### src/rtl/bcpe_pkg.sv
// Shared types and constants of the Bezier curve point evaluator.
package bcpe_pkg;

  // Curve parameter u: one integer bit and U_FRAC fraction bits.
  localparam int U_FRAC = 16;
  localparam int U_W    = U_FRAC + 1;
  localparam logic [U_W-1:0] U_ONE = U_W'(1) << U_FRAC;

  localparam int IDX_W  = 16;
  localparam int NCTL_W = 4;
  localparam int CFG_W  = 16;

  // Sequencer count: covers the divide steps and up to sixteen control points.
  localparam int CNT_W = 5;
  localparam logic [CNT_W-1:0] DIV_LAST = CNT_W'(U_FRAC);

  typedef enum logic [1:0] {
    OP_LOAD      = 2'd0,
    OP_EVAL_IDX  = 2'd1,
    OP_EVAL_NEXT = 2'd2,
    OP_NONE      = 2'd3
  } opcode_e;

  localparam logic CFG_NUM_CTRL   = 1'b0;
  localparam logic CFG_NUM_POINTS = 1'b1;

  typedef struct packed {
    logic             load;
    logic             start;
    logic             div_step;
    logic             pinit;
    logic             pow_step;
    logic             pw;
    logic             mag;
    logic             cb;
    logic             acc;
    logic             out_load;
    logic [CNT_W-1:0] cnt;
  } cmd_t;

  typedef struct packed {
    logic [CNT_W-1:0] n;
  } sts_t;

endpackage

### src/rtl/bcpe_ctrl.sv
// Sequencer state machine of the Bezier curve point evaluator.
module bcpe_ctrl (
  input  logic          clk_i,
  input  logic          rst_ni,
  input  logic          in_valid_i,
  input  logic [1:0]    opcode_i,
  output logic          in_ready_o,
  output logic          out_valid_o,
  input  logic          out_ready_i,
  input  bcpe_pkg::sts_t sts_i,
  output bcpe_pkg::cmd_t cmd_o
);
  import bcpe_pkg::*;

  typedef enum logic [3:0] {
    ST_IDLE, ST_DIV, ST_PINIT, ST_POW, ST_PW, ST_MAG, ST_CB, ST_ACC, ST_OUT
  } state_e;

  state_e           state_q;
  logic [CNT_W-1:0] cnt_q;
  logic             out_valid_q;
  logic             accept;
  logic             is_eval;
  logic             out_free;

  assign in_ready_o  = (state_q == ST_IDLE);
  assign out_valid_o = out_valid_q;
  assign accept      = in_valid_i && in_ready_o;
  assign is_eval     = (opcode_i == OP_EVAL_IDX) || (opcode_i == OP_EVAL_NEXT);
  assign out_free    = !out_valid_q || out_ready_i;

  always_comb begin
    cmd_o          = '0;
    cmd_o.cnt      = cnt_q;
    cmd_o.load     = accept && (opcode_i == OP_LOAD);
    cmd_o.start    = accept && is_eval;
    cmd_o.div_step = (state_q == ST_DIV);
    cmd_o.pinit    = (state_q == ST_PINIT);
    cmd_o.pow_step = (state_q == ST_POW);
    cmd_o.pw       = (state_q == ST_PW);
    cmd_o.mag      = (state_q == ST_MAG);
    cmd_o.cb       = (state_q == ST_CB);
    cmd_o.acc      = (state_q == ST_ACC);
    cmd_o.out_load = (state_q == ST_OUT) && out_free;
  end

  always_ff @(posedge clk_i or negedge rst_ni) begin
    if (!rst_ni) begin
      state_q     <= ST_IDLE;
      cnt_q       <= '0;
      out_valid_q <= 1'b0;
    end else begin
      out_valid_q <= (out_valid_q && !out_ready_i) || ((state_q == ST_OUT) && out_free);
      unique case (state_q)
        ST_IDLE: begin
          cnt_q <= '0;
          if (accept && is_eval) state_q <= ST_DIV;
        end
        ST_DIV: begin
          if (cnt_q == DIV_LAST) begin
            state_q <= ST_PINIT;
          end else begin
            cnt_q <= cnt_q + 1'b1;
          end
        end
        ST_PINIT: begin
          cnt_q   <= CNT_W'(1);
          state_q <= ST_POW;
        end
        ST_POW: begin
          if (cnt_q == sts_i.n) begin
            cnt_q   <= '0;
            state_q <= ST_PW;
          end else begin
            cnt_q <= cnt_q + 1'b1;
          end
        end
        ST_PW:  state_q <= ST_MAG;
        ST_MAG: state_q <= ST_CB;
        ST_CB:  state_q <= ST_ACC;
        ST_ACC: begin
          if (cnt_q == sts_i.n) begin
            state_q <= ST_OUT;
          end else begin
            cnt_q   <= cnt_q + 1'b1;
            state_q <= ST_PW;
          end
        end
        ST_OUT: begin
          // Hold the finished point until the output register frees up.
          if (out_free) state_q <= ST_IDLE;
        end
        default: state_q <= ST_IDLE;
      endcase
    end
  end

endmodule

### config.mk
export PLATFORM = sky130hd
export DESIGN_NAME = bcpe_ctrl
export DESIGN_NICKNAME = d
export VERILOG_FILES = /design/src/rtl/bcpe_pkg.sv /design/src/rtl/bcpe_ctrl.sv
export SDC_FILE = /design/constraint.sdc
export NUM_CORES = 1
export LEC_CHECK = 0
export ABC_AREA = 1
export BUFFER_PORTS_ARGS = -buffer_cell sky130_fd_sc_hd__buf_2
export CAP_MARGIN = 15
export CORE_AREA = 2 2 46 48
export DETAILED_ROUTE_END_ITERATION = 7
export DIE_AREA = 0 0 48 50
export PLACE_DENSITY = 0.81
export RECOVER_POWER = 25
export SLEW_MARGIN = 20
export SYNTH_ARGS = -nofsm -noshare
export SYNTH_HDL_FRONTEND = slang
export SYNTH_SLANG_ARGS = --single-unit
### constraint.sdc
create_clock -name clk_i -period 1.9 [get_ports clk_i]
set_clock_uncertainty 0.2 [all_clocks]
set_input_delay 0.38 -clock clk_i [delete_from_list [all_inputs] [get_ports clk_i]]
set_output_delay 0.38 -clock clk_i [all_outputs]
set_load 0.005 [all_outputs]
Word-level counts from Yosys, hierarchy flattened
Index checks and enable logic that the tools add are counted.

Flip-flop bits (word level): 10. Input bits: 11. Output and inout bits: 17. Logic and storage cells: 47.

$add $sub $neg: 1. Eq/ne operators: 18. Muxes and demuxes: 10. Reduce and logical (&&, ||, !) cells: 15.

Operator list (number): case mux 4 bit (9 select lines) (1); case mux 5 bit (5 select lines) (1); two-way mux 4 bit (5); equality test 4 x 3 -> 1 bit (second input constant) (4); two-way mux 5 bit (3); equality test 4 x 2 -> 1 bit (second input constant) (2); != test 2 x 1 -> 1 bit (second input constant) (3); != test 2 bit (second input constant) (3); adder 5 x 1 -> 5 bit (second input constant) (1); equality test 5 bit (1); equality test 5 bit (second input constant) (1); logical AND 1 bit (5); nonzero test 5 bit (1); equality test 4 x 1 -> 1 bit (second input constant) (1); equality test 4 bit (second input constant) (1); logical NOT 4 bit (1); AND reduction 4 bit (1); logical OR 1 bit (3); AND reduction 3 bit (1); equality test 2 x 1 -> 1 bit (second input constant) (1); equality test 2 bit (second input constant) (1); logical NOT 1 bit (2); logical NOT 2 bit (1).

Logic depth before layout (Yosys ltp)
Gate-level depths: netlist of run 1.

Depth in word-level cells: 5. Gate-level depth with buffers: 11. Mapped depth without buffers: 10.

Worst setup path after synthesis of run 1
OpenSTA, ideal clock, no wires.

Path kind: register to register. Start point: register cnt_q[0]. End point: register cnt_q[1]. Library setup time: 0.117 ns. Data arrival time: 1.272 ns. Setup slack: 0.311 ns. Stages on the path, launching flop included: 9. Period minus slack after synthesis: 1.589 ns. Cell sequence: dfrtp_1 -> inv_1 -> ha_1 -> nand4_1 -> o22ai_4 -> nor2_4 -> inv_4 -> nand2_1 -> nand2_1.

Longest elaborated chain between the ends: 3. Elaborated cells on any way between the ends: 10. Those cells by class: add/sub: 1; eq/ne: 4; mux: 4; reduce/logical: 1.

RTL lines: from (decl) (line bcpe_ctrl.sv:20) `logic [CNT_W-1:0] cnt_q;`; from (signal assigned) (line bcpe_ctrl.sv:63) `cnt_q <= cnt_q + 1'b1;`; from (signal assigned) (line bcpe_ctrl.sv:75) `cnt_q <= cnt_q + 1'b1;`; from (signal assigned) (line bcpe_ctrl.sv:85) `cnt_q <= cnt_q + 1'b1;`; adder 5 x 1 -> 5 bit, or another cell as far along (line bcpe_ctrl.sv:63, bcpe_ctrl.sv:75, bcpe_ctrl.sv:85); two-way mux 5 bit, or another cell as far along (line bcpe_ctrl.sv:82) `if (cnt_q == sts_i.n) begin`; case mux 5 bit (5 select lines) / AND reduction 3 bit (equally long branches).

Several ways; a longest one is shown, not always the timed one. The select of a mux whose other input is x is not followed. A chain may end at the register's enable or synchronous reset.

==> results of run 1 <==
[logic make-up (layout without fill, tap and decap cells)]
family	count (synthesis)	in the layout	share of synthesized area [%]
AND/OR/NAND/NOR	74	74	42.4
buffers and inverters	31	69	13.9
AO/OA/AOI/OAI	11	11	8.76
flip-flops	10	10	27.8
adder cells (fa/ha/maj)	3	3	4.17
XOR/XNOR	3	3	2.92
[critical path, delay by kind of cell, from the launching register on]
kind                   cells  cell delay [ps]
buffers and inverters      3              300
flip-flops                 1              410
AND/OR/NAND/NOR            2              200
AO/OA/AOI/OAI              1              110
[synthesized netlist by cell type (all sizes together)]
library cell / instances
a21oi: 3
o31ai: 1
nor3: 1
o21ai: 4
o22ai: 1
xnor2: 1
nand4: 2
buf: 1
a22oi: 1
nand2: 43
o2bb2ai: 1
nand3: 11
ha: 3
dfrtp: 10
xor2: 2
inv: 30
nor2: 17
[worst max-delay path by stage]
stage / slack (ps) / endpoint / start / cells past startpoint
2_1_floorplan: 310 / cnt_q[1] / cnt_q[0] / 8
3_3_place_gp: 260 / cmd_o[14] / state_q[2] / 6
3_5_place_dp: 220 / state_q[2] / cnt_q[1] / 8
4_1_cts: -10 / cmd_o[5] / state_q[0] / 6
5_1_grt: -50 / cmd_o[5] / state_q[0] / 6
6_report: 40 / cmd_o[5] / state_q[0] / 6
[area by class of cell]
class | count | area [um^2]
Tap cell | 27 | 33.8
Inverter | 30 | 118
Timing Repair Buffer | 35 | 196
Clock buffer | 4 | 36.3
Sequential cell | 10 | 251
Fill cell | 169 | 711
Multi-Input combinational cell | 91 | 556
[per-layer routing]
layer | share of wire (%) | GRT usage, % | wire length [um] | up-vias
met2 | 50 | 28.7 | 1030 | 22
met1 | 45 | 23.2 | 916 | 432
met4 | 1.9 | 9.46 | 38 | 0
met3 | 3.4 | 4.40 | 69 | 5
met5 | 0 | 0 | 0 | -
li1 | - | - | - | 481
[power breakdown]
| part | switching, mW | internal, mW |
|---|---|---|
| Clock | 0.0712 | 0.116 |
| Combinational | 0.623 | 0.425 |
| Sequential | 0.0671 | 0.271 |
| Total | 0.762 | 0.811 |
[sequential cells by signal (all words and copies together) (netlist names)]
name	count
cnt_q	5
state_q	4
out_valid_o	1
[what timing repair did]
action | in CTS | in global routing
pin swaps | 1 | 3
setup endpoints to repair | 5 | 4
hold endpoints to repair | 10 | 0
resized for setup | 1 | 10
hold buffers | 1 | 0
buffers inserted | 1 | 5
[through the flow]
| step | hold WS [ps] | setup slack (ps) | total power, mW | util, % | TNS (ps) |
|---|---|---|---|---|---|
| 6_report | 178 | 38.4 | 1.57 | 62.6 | 0 |
| 5_1_grt | 217 | -52.0 | 1.72 | 62.6 | -133 |
| 4_1_cts | 169 | -14.6 | 1.43 | 59.3 | -14.6 |
| 3_5_place_dp | 50.5 | 224 | 1.21 | 56.2 | 0 |
| 3_3_place_gp | 48.1 | 261 | 1.18 | 56.2 | 0 |
| 2_1_floorplan | -116 | 311 | 0.987 | - | 0 |
==> results.md, run 1 <==
* Status: complete, no violations
* Gate Count Post-Synth at 132
* Die height at 50 um
* Pwr Density at 1320 nW/um^2
* Detailed Route Iter0 Violations at 9
* Worst r2r path cells at 8
* Most frequent cells in the layout: 35 x nand2_1, 26 x buf_2, 19 x inv_1
* Placed cell area at 1070 um^2
* Clock Path Buffers at 2
* Largest net degree at the start of global routing at 11
* Crit path capture type: output port
* Hold worst-path end: out_valid_o
* All-layer global routing usage at 18.6%
* Max-slew headroom at 66.0%
* Largest cells by area after synthesis: dfrtp_1 28%, nand2_1 16%, inv_1 8.8%
* Total CTS buffers at 3
* Worst R2R End: state_q[2]
* Final worst path period share at 98.0%
* Port bufs at 27
* Avg Cell Area, Syn at 6.82 um^2
* Top cell type's share of synthesized area at 27.8%
* Vias in the first global route at 818
* Final #Nets at 185
* Number of max-cap violations at 0
* Share of cells above drive strength 1 at 40.6%
* CP cell instances: inv_2 > nand2_4 > nor3_4 > inv_1 > a21oi_1 > buf_2
* Drt drc at 0
* Leak at 0.705 nW
* Critical R2R Launch: cnt_q[1]
* CTS Sinks at 10
* Post-synthesis sequential area ratio at 27.8%
* Final setup violation count at 0
* Crit-path max cell delay at 410 ps
* Ports at 28
* H-tree depth at 1
* Drt via density at 4.77
* Root Driver: clkbuf_4
* Unrepaired setup endpoints after global routing: yes
* Leading cell type in the layout, fill and taps excluded: nand2_1
* Synthesized flop and latch total at 10
* R2r setup slk at 180 ps
* CTS tree: yes
* ANT nets after route at 0
* Finished Layout Cells at 197
* Synth Cell Area at 900 um^2
* Full die area at 2400 um^2
* Worst-margin pin slew at 510 ps
* Inst Count DP at 186
* Vias at 940
* Synth warn at 0
* Required @ worst endpoint at 1320 ps
* TritonRoute pass-1 iters at 4
* Average routed wire per standard cell at 10.4 um
* Hold path depth at 4
* Worst-Skew Late Latency at 260 ps
* Syn Nets at 146
* CP Max Fanout at 4
* VDD IR max at 0.685 mV
* Hpwl dp at 1.65 mm
* Hold Fails Final Rpt at 0
* Core ar. at 1900 um^2
* Arr. time, crit path at 1280 ps
* CP max-delay cell: dfrtp_1
* First-pass GRT wire length at 3.24 mm
* Area growth, synth to finish at 32.4%
* Slew Limit Fails at 0
* DIE WIDTH at 48 um
* Hold Crit Class: in2reg
* Clock slew at reported path FFs at 60 ps
* Hold_sp: out_ready_i
* Leading area contributor after synthesis: dfrtp_1
* Rows at 16
* Synth cell types at 26
* Tmin final at 1860 ps
* Total grt overflow at 0
* Worst setup SP type: register
* Max Fclk at 0.537 GHz
* WS Path Type: reg2out
* Final WL at 2.05 mm
* Initial Util at 47.3%
* Ant diodes at 0
* Initial antenna violation count at 0
* Final Cell Area at 1190 um^2
* GPL Wtd Cong at 0.795
No activity file was read; power rests on OpenSTA's default activity.
==> run 2: changes to the inputs <==
==> constraint.sdc (replaced) <==
create_clock -name clk_i -period 1.9 [get_ports clk_i]
set_clock_uncertainty 0.2 [all_clocks]
set_input_delay 0.285 -clock clk_i [delete_from_list [all_inputs] [get_ports clk_i]]
set_output_delay 0.285 -clock clk_i [all_outputs]
set_load 0.005 [all_outputs]
==> run 2 against run 1 <==
Final area down 2.9%. Global-route usage up 0.51 points. Maximum frequency up 3.3%. Clock power down 22%. Sequential share of layout area up 0.53 points. Critical endpoint is now cmd_o[13]. Count of clock-buffer cells in the layout down 1. Register-to-register slack about the same. Utilization down 1.8 points. Largest cell class unchanged. Highest routed layer unchanged.
==> results.md, run 2 (synthesized netlist as in run 1, its figures left out) <==
* Status: complete, no violations
* Ant diodes at 0
* CP cell instances: nor2_4 > nand2_1 > inv_1 > nand2_1 > nor2_1 > buf_2
* Most frequent cells in the layout: 37 x nand2_1, 26 x buf_2, 20 x inv_1
* Final #Nets at 184
* Crit path buffers/inverters at 2
* Share of cells above drive strength 1 at 36.9%
* WS Path Type: reg2out
* DIE WIDTH at 48 um
* CP max-delay cell: dfrtp_1
* Final worst path period share at 94.8%
* Worst setup slack after layout at 98.4 ps
* VDD IR max at 0.533 mV
* Final setup violation count at 0
* Core ar. at 1900 um^2
* Leak at 0.694 nW
* All-layer global routing usage at 19.1%
* Hpwl dp at 1.61 mm
* Arr. time, crit path at 1320 ps
* Delay-heaviest family, CP: flip-flops
* Detailed Route Iter0 Violations at 18
* Port bufs at 27
* Worst-margin pin slew at 576 ps
* Final WL at 2.06 mm
* Required @ worst endpoint at 1410 ps
* Hold Fails Final Rpt at 0
* Largest net degree at the start of global routing at 11
* CP Max Fanout at 4
* Setup WS pre-CTS at 195 ps
* Drt drc at 0
* Total grt overflow at 0
* Root Driver: clkbuf_4
* Max reg flops at 5
* Full die area at 2400 um^2
* Ports at 28
* Vias in the first global route at 805
* Finished Layout Cells at 195
* Largest Register: cnt_q
* Number of max-cap violations at 0
* Max Fclk at 0.555 GHz
* H-tree depth at 1
* Die height at 50 um
* GPL Wtd Cong at 0.866
* CTS tree: yes
* Clock slew at reported path FFs at 60 ps
* Worst-Skew Late Latency at 260 ps
* Drt via density at 4.73
* Pwr Density at 1260 nW/um^2
* Max-slew headroom at 61.6%
* Hold Crit Class: in2reg
* Initial Util at 47.3%
* First-pass GRT wire length at 3.30 mm
* Tmin final at 1800 ps
* Clock Path Buffers at 2
* Area growth, synth to finish at 28.5%
* Initial antenna violation count at 0
* Slew Limit Fails at 0
* TritonRoute pass-1 iters at 4
* Crit path capture type: output port
* Worst setup SP type: register
* Most used cell along the critical path: nand2_1
* Vias at 923
* Rows at 16
* Crit-path max cell delay at 450 ps
* Total CTS buffers at 3
* Inst Count DP at 186
* Leading cell type in the layout, fill and taps excluded: nand2_1
* ANT nets after route at 0
* Average routed wire per standard cell at 10.6 um
* CTS Sinks at 10
==> run 2: cell type report <==
cell class,count,area (um^2)
clock buffer,3,22.5
timing repair buffer,34,189
fill,167,746
tap,27,33.8
sequential,10,250
multi-input combinational,91,543
inverter,30,118
==> run 2: what timing repair did <==
item / 4_1_cts / 5_1_grt
gates resized for setup: 1 / 4
hold buffers: 1 / 0
pin swaps: 0 / 2
buffers inserted: 0 / 5
endpoints found under the setup margin: 1 / 4
endpoints found under the hold margin: 10 / 0
==> run 2: final timing paths <==
kind                               end        start  depth (start not counted)  slack (ps)
setup / recovery             cmd_o[13]   state_q[2]                          6         100
hold / removal             out_valid_o  out_ready_i                          4          80
setup reg to reg            state_q[2]     cnt_q[0]                          8         170
hold reg to reg            out_valid_o  out_valid_o                          2         350
max in group asynchronous   state_q[0]       rst_ni                          2         800
min in group asynchronous     cnt_q[3]       rst_ni                          2         320
==> run 2: worst register-to-register path: cells and delay by family, from the launching register on <==
family | cells | cell delay (ps)
compound gates | 1 | 170
fa+ha+maj | 1 | 150
buf+inv | 1 | 130
flops | 1 | 450
simple gates | 5 | 550
==> run 2: report_power, final <==
| group | total (mW) | internal, mW | leakage, nW | switching [mW] |
|---|---|---|---|---|
| logic | 0.971 | 0.391 | 0.546 | 0.580 |
| clock network | 0.146 | 0.0732 | 0.0138 | 0.0728 |
| registers | 0.341 | 0.268 | 0.134 | 0.0725 |
==> run 2: through the flow <==
| stage | hold slack, ps | TNS, ps | utilization [%] | instance area, um^2 | power [mW] |
|---|---|---|---|---|---|
| global route | 108 | -12.7 | 60.8 | 1160 | 1.60 |
| CTS | 86.7 | 0 | 58.2 | 1110 | 1.36 |
| floorplan | -211 | 0 | - | 900 | 0.987 |
| detailed placement | -35.6 | 0 | 56.2 | 1070 | 1.20 |
| finish | 84.0 | 0 | 60.8 | 1160 | 1.46 |
| global placement | -38.7 | 0 | 56.2 | 1070 | 1.18 |
==> run 2: per-layer routing <==
layer	share of wire (%)	vias to the layer above	global-route usage, %	wire [um]
met1	45	416	24.2	934
met3	4.9	2	3.30	100
met5	0	-	0	0
li1	-	474	-	-
met2	49	31	31.3	1010
met4	0.58	0	6.76	12
